===== config.mk =====
export PLATFORM = sky130hd
export DESIGN_NAME = black_border_extent_finder_core_flat
export DESIGN_NICKNAME = d
export VERILOG_FILES = /design/src/sv/bbef_pkg.sv /design/src/sv/bbef_pix_if.sv /design/src/sv/bbef_rect_if.sv /design/src/sv/black_border_extent_finder_core.sv /design/src/flat_wrapper.sv
export VERILOG_INCLUDE_DIRS = /design/src /design/src/sv
export SDC_FILE = /design/constraint.sdc
export NUM_CORES = 1
export LEC_CHECK = 0
export ABC_AREA = 0
export ABC_CLOCK_PERIOD_IN_PS = 10780
export BUFFER_PORTS_ARGS = -buffer_cell sky130_fd_sc_hd__buf_2
export CORE_ASPECT_RATIO = 0.9
export CORE_UTILIZATION = 50
export CTS_CLUSTER_DIAMETER = 120
export DETAILED_ROUTE_END_ITERATION = 6
export MAX_ROUTING_LAYER = met4
export PLACE_DENSITY_LB_ADDON = 0.12
export SLEW_MARGIN = 30
export SYNTH_ARGS = -nofsm -noshare
export SYNTH_HDL_FRONTEND = slang
export SYNTH_SLANG_ARGS = --single-unit

===== constraint.sdc =====
create_clock -name clk_i -period 10.78 [get_ports clk_i]
set_input_delay 0.539 -clock clk_i [delete_from_list [all_inputs] [get_ports clk_i]]
set_output_delay 0.539 -clock clk_i [all_outputs]
set_load 0.02 [all_outputs]

===== src/sv/black_border_extent_finder_core_defines.svh =====
// ----------------------------------------------------------------------------
// Black border extent finder: assertion macros
// Shared check macros for the extent finder core, sampled on clk_i.
// ----------------------------------------------------------------------------
`ifndef BLACK_BORDER_EXTENT_FINDER_CORE_DEFINES_SVH
`define BLACK_BORDER_EXTENT_FINDER_CORE_DEFINES_SVH

// Check that is masked while reset is asserted.
`define BBEF_ASSERT(lbl, prop, msg) \
  lbl: assert property (@(posedge clk_i) disable iff (!rst_ni) prop) else $error(msg);

// Check that also holds during reset.
`define BBEF_ASSERT_ALWAYS(lbl, prop, msg) \
  lbl: assert property (@(posedge clk_i) prop) else $error(msg);

`endif


===== src/sv/bbef_pkg.sv =====
// ----------------------------------------------------------------------------
// Black border extent finder package
// Widths, register indexes and dimension helpers shared by the core files.
// ----------------------------------------------------------------------------
package bbef_pkg;

  localparam int MaxDim  = 4096;
  localparam int PosW    = $clog2(MaxDim);   // column/row position
  localparam int DimW    = PosW + 1;         // dimension 1..MaxDim
  localparam int ChanW   = 8;
  localparam int CfgIdxW = 1;
  localparam int CfgDataW = DimW;

  localparam logic [CfgIdxW-1:0] CfgImageWidth  = CfgIdxW'(0);
  localparam logic [CfgIdxW-1:0] CfgImageHeight = CfgIdxW'(1);

  localparam logic [DimW-1:0] ResetWidth  = DimW'(1920);
  localparam logic [DimW-1:0] ResetHeight = DimW'(1080);

  // Effective dimension: register value clamped to 1..MaxDim.
  function automatic logic [DimW-1:0] clamp_dim(logic [DimW-1:0] v);
    logic [DimW-1:0] r;
    if (v == '0) begin
      r = DimW'(1);
    end else if (v > DimW'(MaxDim)) begin
      r = DimW'(MaxDim);
    end else begin
      r = v;
    end
    return r;
  endfunction

  localparam logic [PosW-1:0] ResetHalfW = PosW'(clamp_dim(ResetWidth) >> 1);
  localparam logic [PosW-1:0] ResetHalfH = PosW'(clamp_dim(ResetHeight) >> 1);

endpackage


===== src/sv/bbef_pix_if.sv =====
// ----------------------------------------------------------------------------
// Pixel channel
// Valid/ready channel carrying one BGR pixel per item.
// ----------------------------------------------------------------------------
interface bbef_pix_if import bbef_pkg::*; ();
  logic             valid;
  logic             ready;
  logic [ChanW-1:0] blue;
  logic [ChanW-1:0] green;
  logic [ChanW-1:0] red;

  modport source (output valid, output blue, output green, output red, input ready);
  modport sink   (input valid, input blue, input green, input red, output ready);
endinterface


===== src/sv/bbef_rect_if.sv =====
// ----------------------------------------------------------------------------
// Rectangle channel
// Valid/ready channel carrying one content rectangle per item.
// ----------------------------------------------------------------------------
interface bbef_rect_if import bbef_pkg::*; ();
  logic            valid;
  logic            ready;
  logic [PosW-1:0] left;
  logic [PosW-1:0] top;
  logic [DimW-1:0] rect_width;
  logic [DimW-1:0] rect_height;

  modport source (output valid, output left, output top, output rect_width,
                  output rect_height, input ready);
  modport sink   (input valid, input left, input top, input rect_width,
                  input rect_height, output ready);
endinterface


===== src/sv/black_border_extent_finder_core.sv =====
// ----------------------------------------------------------------------------
// Black border extent finder core
// Tracks the non-black rectangle of a raster BGR frame from six sample lines.
// ----------------------------------------------------------------------------
// Takes one pixel per clock, in raster order, and counts column and row
// itself from image_width / image_height (clamped to 1..4096; a write takes
// effect on the next pixel and must land between frames). Sample rows H/4,
// H/2, 3H/4 test blue, green, red and widen the left/right extents; sample
// columns W/4, W/2, 3W/4 do the same for top/bottom. Extents reload to the
// centre on the first pixel of every frame. On the last pixel one item
// (left, top, rect_width, rect_height) is loaded into the output register.
// Throughput is one pixel per cycle while pix_i.ready is high: the
// per-pixel update is a handful of compares, and a subtract and an add
// lie between the state registers and the output register. The result is
// registered and valid in the cycle after the last pixel. pix_i.ready drops
// only while a result sits in the output register and the sink stalls.
// ----------------------------------------------------------------------------
`include "black_border_extent_finder_core_defines.svh"

module black_border_extent_finder_core import bbef_pkg::*; (
  input  logic                clk_i,
  input  logic                rst_ni,
  bbef_pix_if.sink            pix_i,
  bbef_rect_if.source         rect_o,
  input  logic                cfg_we_i,
  input  logic [CfgIdxW-1:0]  cfg_idx_i,
  input  logic [CfgDataW-1:0] cfg_data_i
);

  // Configuration
  logic [DimW-1:0] width_q, height_q;

  // Raster position and extents
  logic [PosW-1:0] col_q, col_d, row_q, row_d;
  logic [PosW-1:0] left_q, left_d, right_q, right_d;
  logic [PosW-1:0] top_q, top_d, bottom_q, bottom_d;

  // Output register
  logic            out_valid_q, out_valid_d;
  logic [PosW-1:0] out_left_q, out_top_q;
  logic [DimW-1:0] out_w_q, out_h_q;

  logic            pix_acc;
  logic            frame_start, frame_end, last_col, last_row;
  logic            b_nz, g_nz, r_nz, row_hit, col_hit;
  logic [DimW-1:0] w_eff, h_eff, w_half, h_half, w_qtr, h_qtr, w_3q, h_3q;
  logic [DimW+1:0] w_x3, h_x3;
  logic [DimW-1:0] x_ext, y_ext;
  logic [PosW-1:0] left_cur, right_cur, top_cur, bottom_cur;

  // --------------------------------------------------------------------------
  // Configuration writes
  // --------------------------------------------------------------------------
  always_ff @(posedge clk_i or negedge rst_ni) begin
    if (!rst_ni) begin
      width_q  <= ResetWidth;
      height_q <= ResetHeight;
    end else if (cfg_we_i) begin
      case (cfg_idx_i)
        CfgImageWidth:  width_q  <= cfg_data_i;
        CfgImageHeight: height_q <= cfg_data_i;
        default: ;
      endcase
    end
  end

  // --------------------------------------------------------------------------
  // Sample line positions (shifts and one add per dimension)
  // --------------------------------------------------------------------------
  always_comb begin
    w_eff  = clamp_dim(width_q);
    h_eff  = clamp_dim(height_q);
    w_half = w_eff >> 1;
    h_half = h_eff >> 1;
    w_qtr  = w_eff >> 2;
    h_qtr  = h_eff >> 2;
    w_x3   = {2'b00, w_eff} + {1'b0, w_eff, 1'b0};
    h_x3   = {2'b00, h_eff} + {1'b0, h_eff, 1'b0};
    w_3q   = w_x3[DimW+1:2];
    h_3q   = h_x3[DimW+1:2];
  end

  // --------------------------------------------------------------------------
  // Per-pixel update
  // --------------------------------------------------------------------------
  assign pix_i.ready = !out_valid_q || rect_o.ready;
  assign pix_acc     = pix_i.valid && pix_i.ready;

  always_comb begin
    x_ext = {1'b0, col_q};
    y_ext = {1'b0, row_q};
    b_nz  = pix_i.blue  != '0;
    g_nz  = pix_i.green != '0;
    r_nz  = pix_i.red   != '0;

    // first pixel of a frame starts from the centre
    frame_start = (col_q == '0) && (row_q == '0);
    left_cur    = frame_start ? w_half[PosW-1:0] : left_q;
    right_cur   = frame_start ? w_half[PosW-1:0] : right_q;
    top_cur     = frame_start ? h_half[PosW-1:0] : top_q;
    bottom_cur  = frame_start ? h_half[PosW-1:0] : bottom_q;

    row_hit = (y_ext == h_qtr && b_nz) || (y_ext == h_half && g_nz) ||
              (y_ext == h_3q && r_nz);
    col_hit = (x_ext == w_qtr && b_nz) || (x_ext == w_half && g_nz) ||
              (x_ext == w_3q && r_nz);

    left_d   = (row_hit && col_q < left_cur)   ? col_q : left_cur;
    right_d  = (row_hit && col_q > right_cur)  ? col_q : right_cur;
    top_d    = (col_hit && row_q < top_cur)    ? row_q : top_cur;
    bottom_d = (col_hit && row_q > bottom_cur) ? row_q : bottom_cur;

    // counters at or past the end wrap, so a frame always terminates
    last_col  = x_ext >= (w_eff - DimW'(1));
    last_row  = y_ext >= (h_eff - DimW'(1));
    frame_end = last_col && last_row;

    col_d = last_col ? '0 : col_q + PosW'(1);
    row_d = row_q;
    if (last_col) begin
      row_d = last_row ? '0 : row_q + PosW'(1);
    end

    out_valid_d = out_valid_q && !rect_o.ready;
    if (pix_acc && frame_end) begin
      out_valid_d = 1'b1;
    end
  end

  always_ff @(posedge clk_i or negedge rst_ni) begin
    if (!rst_ni) begin
      col_q       <= '0;
      row_q       <= '0;
      left_q      <= ResetHalfW;
      right_q     <= ResetHalfW;
      top_q       <= ResetHalfH;
      bottom_q    <= ResetHalfH;
      out_valid_q <= 1'b0;
    end else begin
      out_valid_q <= out_valid_d;
      if (pix_acc) begin
        col_q    <= col_d;
        row_q    <= row_d;
        left_q   <= left_d;
        right_q  <= right_d;
        top_q    <= top_d;
        bottom_q <= bottom_d;
      end
    end
  end

  // Result payload, loaded on the last pixel of a frame
  always_ff @(posedge clk_i) begin
    if (pix_acc && frame_end) begin
      out_left_q <= left_d;
      out_top_q  <= top_d;
      out_w_q    <= {1'b0, right_d} - {1'b0, left_d} + DimW'(1);
      out_h_q    <= {1'b0, bottom_d} - {1'b0, top_d} + DimW'(1);
    end
  end

  assign rect_o.valid       = out_valid_q;
  assign rect_o.left        = out_left_q;
  assign rect_o.top         = out_top_q;
  assign rect_o.rect_width  = out_w_q;
  assign rect_o.rect_height = out_h_q;

  // --------------------------------------------------------------------------
  // Assertions
  // --------------------------------------------------------------------------
  `BBEF_ASSERT_ALWAYS(a_reset_clears_out, !rst_ni |=> !out_valid_q, "result valid after reset")
  `BBEF_ASSERT(a_extent_order, (left_q <= right_q) && (top_q <= bottom_q), "extents crossed")
  `BBEF_ASSERT(a_frame_end_result, (pix_acc && frame_end) |=> (out_valid_q && col_q == '0 && row_q == '0), "frame end did not post a result")
  `BBEF_ASSERT(a_stall_only_full, !pix_i.ready |-> (out_valid_q && !rect_o.ready), "input stalled with free output")
  `BBEF_ASSERT(a_rect_nonzero, out_valid_q |-> (out_w_q != '0 && out_h_q != '0), "empty rectangle reported")

endmodule

===== src/flat_wrapper.sv =====
// flat-port wrapper written by rule: the top's interface ports become plain ports
module black_border_extent_finder_core_flat import bbef_pkg::*;
  (clk_i, rst_ni, cfg_we_i, cfg_idx_i, cfg_data_i, pix_i_valid, pix_i_blue, pix_i_green, pix_i_red, pix_i_ready, rect_o_valid, rect_o_left, rect_o_top, rect_o_rect_width, rect_o_rect_height, rect_o_ready);
  bbef_pix_if pix_i_i ();
  bbef_rect_if rect_o_i ();
  input  logic clk_i;
  input  logic rst_ni;
  input  logic cfg_we_i;
  input  logic [CfgIdxW-1:0] cfg_idx_i;
  input  logic [CfgDataW-1:0] cfg_data_i;
  input wire logic [$bits(pix_i_i.valid)-1:0] pix_i_valid;
  input wire logic [$bits(pix_i_i.blue)-1:0] pix_i_blue;
  input wire logic [$bits(pix_i_i.green)-1:0] pix_i_green;
  input wire logic [$bits(pix_i_i.red)-1:0] pix_i_red;
  output wire logic [$bits(pix_i_i.ready)-1:0] pix_i_ready;
  output wire logic [$bits(rect_o_i.valid)-1:0] rect_o_valid;
  output wire logic [$bits(rect_o_i.left)-1:0] rect_o_left;
  output wire logic [$bits(rect_o_i.top)-1:0] rect_o_top;
  output wire logic [$bits(rect_o_i.rect_width)-1:0] rect_o_rect_width;
  output wire logic [$bits(rect_o_i.rect_height)-1:0] rect_o_rect_height;
  input wire logic [$bits(rect_o_i.ready)-1:0] rect_o_ready;
  assign pix_i_i.valid = pix_i_valid;
  assign pix_i_i.blue = pix_i_blue;
  assign pix_i_i.green = pix_i_green;
  assign pix_i_i.red = pix_i_red;
  assign pix_i_ready = pix_i_i.ready;
  assign rect_o_valid = rect_o_i.valid;
  assign rect_o_left = rect_o_i.left;
  assign rect_o_top = rect_o_i.top;
  assign rect_o_rect_width = rect_o_i.rect_width;
  assign rect_o_rect_height = rect_o_i.rect_height;
  assign rect_o_i.ready = rect_o_ready;
  black_border_extent_finder_core u_core (.clk_i(clk_i), .rst_ni(rst_ni), .pix_i(pix_i_i), .rect_o(rect_o_i), .cfg_we_i(cfg_we_i), .cfg_idx_i(cfg_idx_i), .cfg_data_i(cfg_data_i));
endmodule

# ---- Word-level counts from Yosys, hierarchy flattened
# Index checks and enable logic that the tools add are counted.
dict set report op_classes {
  addsub 10
  order_cmp 8
  eq_ne 6
  n_mux 15
  bitwise_logic 1
  n_reduce_logical 32
}
# op count
set op_table {}
lappend op_table {{2-to-1 mux 12 bit} 10}
lappend op_table {{2-to-1 mux 13 bit} 4}
lappend op_table {{adder 13 x 14 -> 15 bit} 2}
lappend op_table {{adder 13 x 1 -> 13 bit, second input constant} 2}
lappend op_table {{equality test 12 x 13 -> 1 bit} 2}
lappend op_table {{greater-or-equal comparator 12 x 13 -> 1 bit} 2}
lappend op_table {{> comparator 13 bit, second input constant} 2}
lappend op_table {{logical NOT 13 bit} 2}
lappend op_table {{subtractor 12 x 12 -> 13 bit} 2}
lappend op_table {{subtractor 13 x 1 -> 13 bit, second input constant} 2}
lappend op_table {{adder 12 x 1 -> 12 bit, second input constant} 2}
lappend op_table {{equality test 12 x 11 -> 1 bit} 2}
lappend op_table {{equality test 12 bit} 2}
lappend op_table {{> comparator 12 bit} 2}
lappend op_table {{logical NOT 12 bit} 2}
lappend op_table {{less-than comparator 12 bit} 2}
lappend op_table {{nonzero test 8 bit} 3}
lappend op_table {{logical AND 1 bit} 15}
lappend op_table {{AND reduction 2 bit} 3}
lappend op_table {{logical OR 1 bit} 5}
lappend op_table {{logical NOT 1 bit} 2}
lappend op_table {{2-to-1 mux 1 bit} 1}
lappend op_table {{inverter 1 bit} 1}
dict set report totals {
  ff_bits 149
  input_bits 43
  output_inout_bits 52
  word_cells 85
}

# ---- Logic depth before layout (Yosys ltp)
dict set report depth {
  depth_word 11
  mapped_depth 34
  ltp_nobuf 30
}

# ---- Worst setup path after synthesis
# No wires, ideal clock.
dict set report synth_timing {
  path_type {register to register}
  start {register u_core.row_q[0]}
  end {register u_core.out_h_q[12], in the netlist u_core.rect_o.rect_height[12] (data pin)}
  setup_ns 0.258
  t_arrival_ns 6.328
  t_required_ns 10.522
  path_slack_ns 4.194
  path_stages_with_launch 32
  path_buffers 5
  synth_period_minus_slack_ns 6.586
  cell_sequence {dfrtp_1 -> buf_2 -> inv_1 -> ha_1 -> nor4b_4 -> nand4_2 -> or3_1 -> clkbuf_1 -> clkbuf_1 -> clkbuf_1 -> a21oi_1 -> ha_1 -> a211oi_1 -> nor2_1 -> o21ai_0 -> a21oi_1 -> a211oi_1 -> o41ai_4 -> clkbuf_1 -> nor3_1 -> a21o_1 -> ha_1 -> ha_1 -> a21o_1 -> a21oi_1 -> nand2b_1 -> a21boi_0 -> o311a_1 -> o21a_1 -> o21a_1 -> o41a_1 -> xnor2_1}
}
dict set report synth_via {
  elab_chain_cells 8
  word_cells_on_any_way 12
  classes_between {add/sub (2); order compare (2); mux (4); reduce/logical (4)}
}
# element line_no
set synth_lines {}
lappend synth_lines {{from (decl)} black_border_extent_finder_core.sv:34} ;# logic [PosW-1:0] col_q, col_d, row_q, row_d;
lappend synth_lines {{from (signal assigned)} black_border_extent_finder_core.sv:143} ;# row_q <= row_d;
lappend synth_lines {{logical NOT 12 bit} black_border_extent_finder_core.sv:97} ;# frame_start = (col_q == '0) && (row_q == '0);
lappend synth_lines {{logical AND 1 bit} black_border_extent_finder_core.sv:97}
lappend synth_lines {{2-to-1 mux 12 bit (on tied branches)} {black_border_extent_finder_core.sv:101, black_border_extent_finder_core.sv:100}}
lappend synth_lines {{> comparator 12 bit / less-than comparator 12 bit (equally long branches)} {black_border_extent_finder_core.sv:111, black_border_extent_finder_core.sv:110}}
lappend synth_lines {{logical AND 1 bit (on tied branches)} {black_border_extent_finder_core.sv:111, black_border_extent_finder_core.sv:110}}
lappend synth_lines {{2-to-1 mux 12 bit (on tied branches)} {black_border_extent_finder_core.sv:111, black_border_extent_finder_core.sv:110}}
lappend synth_lines {{subtractor 12 x 12 -> 13 bit (*)} black_border_extent_finder_core.sv:158} ;# out_h_q <= {1'b0, bottom_d} - {1'b0, top_d} + DimW'(1);
lappend synth_lines {{adder 13 x 1 -> 13 bit (*)} black_border_extent_finder_core.sv:158}
lappend synth_lines {{to (signal assigned)} black_border_extent_finder_core.sv:158}
lappend synth_lines {{to (decl)} black_border_extent_finder_core.sv:41} ;# logic [DimW-1:0] out_w_q, out_h_q;
# Every way passes the cells marked *; elsewhere a longest branch is shown, timed or not.
# A chain may end at the register's enable or synchronous reset.

# ---- Worst setup path in the final report
dict set report layout_timing {
  start {register u_core.row_q[0]}
  end {register u_core.out_w_q[12], in the netlist u_core.rect_o.rect_width[12] (data pin)}
}
dict set report layout_via {
  elab_chain_cells 8
  word_cells_on_any_way 20
  classes_between {add/sub (2); order compare (2); eq/ne (3); mux (4); reduce/logical (9)}
}
# element line_no
set layout_lines {}
lappend layout_lines {{logical NOT 12 bit (tied with other cells)} black_border_extent_finder_core.sv:97}
lappend layout_lines {{logical AND 1 bit (on tied branches)} {black_border_extent_finder_core.sv:97, black_border_extent_finder_core.sv:103}}
lappend layout_lines {{2-to-1 mux 12 bit (tied with other cells)} black_border_extent_finder_core.sv:99} ;# right_cur = frame_start ? w_half[PosW-1:0] : right_q;
lappend layout_lines {{> comparator 12 bit (tied with other cells)} black_border_extent_finder_core.sv:109} ;# right_d = (row_hit && col_q > right_cur) ? col_q : right_cur;
lappend layout_lines {{logical AND 1 bit (on tied branches)} {black_border_extent_finder_core.sv:109, black_border_extent_finder_core.sv:108}}
lappend layout_lines {{2-to-1 mux 12 bit (on tied branches)} {black_border_extent_finder_core.sv:109, black_border_extent_finder_core.sv:108}}
lappend layout_lines {{subtractor 12 x 12 -> 13 bit (*)} black_border_extent_finder_core.sv:157} ;# out_w_q <= {1'b0, right_d} - {1'b0, left_d} + DimW'(1);
lappend layout_lines {{adder 13 x 1 -> 13 bit (*)} black_border_extent_finder_core.sv:157}
lappend layout_lines {{to (signal assigned)} black_border_extent_finder_core.sv:157}
lappend layout_lines {{to (decl)} black_border_extent_finder_core.sv:41}
# Marked as above.

==> out/metrics.cfg <==
[synth]
synthArstFlopShare_pct = 66.4
yosys-top-cells-area = ha_1 (17%), dfrtp_1 (14%), edfxtp_1 (11%)
syn_area_um2 = 13600
synth_edf_count = 50
ys_types = 80
syn_inst = 1550
synth.avg_cell_area_um2 = 8.76
yosys_warnings = 0
synth_top_area_share_pct = 16.6
synth_seq_cells = 149
synth_top_cell_by_area = ha_1
ys_seq_area_share_pct = 29.5
synth_nets = 1777
synth-main-ff-cell = dfrtp_1

[setup_path]
start_kind = register
reg2reg_depth = 30
r2r_setup_slack_ps = 2640
end_kind = register
critical_path.endpoint = u_core.rect_o.rect_width[12]
crit_fanout = 69
crit_path_top_delay_cell = dfrtp_1
r2r_start = u_core.row_q[0]
arrival_ps = 8340
crit_start = u_core.row_q[0]
cpPeakStageDelay_ps = 600
r2r-end = u_core.rect_o.rect_width[12]
worstPathRequired_ps = 10980
worstSetupPathType = register to register

[placed_design]
port_buffers = 94
placedInstanceArea_um2 = 14300
place_ws_ps = 2790
dp_cells = 1927
hpwl_mm = 29.7
gp_congestion = 0.971

[global_routing]
antenna_found_initial = 0
grt_max_degree = 75
grtUsageMet2_pct = 41.9
grt_most_used_layer = met1
overflow = 0
grt_util_met1_pct = 45.6
gr-usage-met3_pct = 3.87
grt_first_pass_wirelength_mm = 62.9
grt_use_total_pct = 30.1
grt_pass1_vias = 11000

[run]
max_cap_viol_count = 0

[finish]
diodes = 0
drive_gt1_share_pct = 14.3
fin_cells = 1959
mostFrequentLayoutCells = ha_1 (180), nor2_1 (147), a21oi_1 (126), nand2_1 (119), buf_2 (93)
n_fill_cell = 2434
fin_area_um2 = 14900
final_core_util_pct = 56.5
layout_commonest_cell = ha_1
fin_nets = 1825
area_delta_synth_final_pct = 9.67

[clocking]
cts_tree = built
holdBufCountCts = 0
cts_htree_levels = 4
cts_resized = 0
clk_latency_ps = 450
cts_made_buffers = 17
clk_pin_slew_worst_paths_ps = 80
cts-root-buf = clkbuf_16
cts_setup_buffers = 0
cts.sinks = 149
clk_path_buf_depth = 2

[detailed_routing]
postRouteAntennaNets = 0
dr.pass1.iters = 6
drt-wirelength-per-cell_um = 20.3
vias = 11900
viasPerCell = 6.09
drt-total-wl_mm = 39.8
drt_iter0_drc = 1138
drcViolationCount = 0

[status]
status = completed

[sta]
final.setup.tns_ps = 0
fin_ws_ps = 2640
drv_slew = 0
fin_crit_ps = 8140
skew_ps = 17.5
hold_violations = 0
period_share_pct = 75.5
timing.slew.headroom_pct = 45.7
setup_violations = 0
tightest_slew_ps = 814
fmax_ghz = 0.123
rsz0062_at_grt = false

[pwr]
combPwrFrac_pct = 54.9
seq_power_share_pct = 27.3
vdd_drop_max_uv = 107
switching_share_pct = 45.5
p_int_mw = 1.90
power.leakage_nw = 6.68
p_switching_mw = 1.58
clkPwrFrac_pct = 17.8
power_density_nw_per_um2 = 234

[floorplan]
die_h_um = 158
coreArea_um2 = 26300
die_w_um = 176
die_area_um2 = 27800
num_rows = 56
initial_core_util_pct = 51.6
ios = 95

[worst_hold_path]
hp-class = primary input to async pin

## metrics by stage
stage                     hold WS (ps)  power [mW]
after floorplan                    243        2.36
after global routing              24.1        3.76
final                             7.32        3.49
after global placement             463        2.80
after detailed placement           468        2.83
after CTS                         3.78        3.46
## state kept, by name, summed over array words and instances, names as in the netlist
| register | count |
|---|---|
| u_core.bottom_q | 12 |
| u_core.col_q | 12 |
| u_core.height_q | 13 |
| u_core.left_q | 12 |
| u_core.rect_o.left | 12 |
| u_core.rect_o.rect_height | 13 |
| u_core.rect_o.rect_width | 13 |
| u_core.rect_o.top | 12 |
| u_core.rect_o.valid | 1 |
| u_core.right_q | 12 |
| u_core.row_q | 12 |
| u_core.top_q | 12 |
| u_core.width_q | 13 |
## worst max-delay path, delay by kind of cell (launching register included)
family	cells	cell delay (ps)
buffers and inverters	4	1130
AO/OA/AOI/OAI	14	3000
AND/OR/NAND/NOR	6	1540
adder cells (fa/ha/maj)	4	1040
multiplexers	1	390
XOR/XNOR	1	130
flip-flops	1	600
## cell families (layout without fill, tap and decap cells)
kind of cell             Yosys count  count (layout)  synth area share (%)
AO/OA/AOI/OAI                    423             423                  20.6
XOR/XNOR                          92              92                  5.93
adder cells (fa/ha/maj)          184             184                  17.2
buffers and inverters            169             230                  5.02
flip-flops                       149             149                  29.5
multiplexers                      68              68                  5.38
AND/OR/NAND/NOR                  465             465                  16.4
## power groups by stage
stage                     clock, mW  sequential, mW  combinational, mW
final                         0.621           0.951               1.91
after global routing          0.648           0.959               2.15
after CTS                     0.627           0.939               1.90
after detailed placement          0           0.947               1.88
after global placement            0           0.949               1.85
after floorplan                   0           0.826               1.53
## synth_stat cells, drive strengths merged, types with 5 or more instances
library cell    n
a21o           35
and2           15
nand2b         18
or4             6
mux2i          31
ha            180
or2             6
buf            23
o21a           33
a31oi          17
o2111ai         7
edfxtp         50
mux2           37
nor2          149
nor2b          16
clkbuf         58
o22ai           5
a211oi          8
nand4          14
nand3          24
o211ai         12
nor3           37
dfstp          24
o31ai          18
dfrtp          75
a21oi         128
xnor2          71
o21bai          6
nor4           22
o41ai          15
a21boi          8
a221oi         14
and3           10
xor2           21
inv            87
a211o           6
nand2         119
or3            13
o21ai          77
## layer usage
metal / part of all wire, % / wire (um) / vias to the layer above
li1: - / - / 5726
met1: 50 / 19800 / 5615
met2: 41 / 16200 / 527
met3: 7.7 / 3080 / 54
met4: 1.7 / 667 / 0
met5: 0 / 0 / -
## cell type report
cell class                      count  area, um2  share of cell area [%]
Inverter                           88        330                    2.22
Tap cell                          348        435                    2.92
Multi-Input combinational cell   1232       8920                    59.9
Timing Repair Buffer              110        597                    4.01
Clock inverter                     15        179                    1.20
Sequential cell                   149       4010                    26.9
Clock buffer                       17        425                    2.86
## how the worst min path moves through the flow
stage                                     to               start  cells past startpoint  slack, ps
final                     u_core.height_q[9]              rst_ni                      1          7
after CTS                 u_core.height_q[9]              rst_ni                      1          4
after global placement    u_core.bottom_q[4]  u_core.bottom_q[4]                      2        460
after floorplan           u_core.bottom_q[0]              rst_ni                      0        240
after detailed placement  u_core.bottom_q[3]  u_core.bottom_q[3]                      2        470
after global routing      u_core.height_q[9]              rst_ni                      1         20
(Power assumes the default switching activity.)
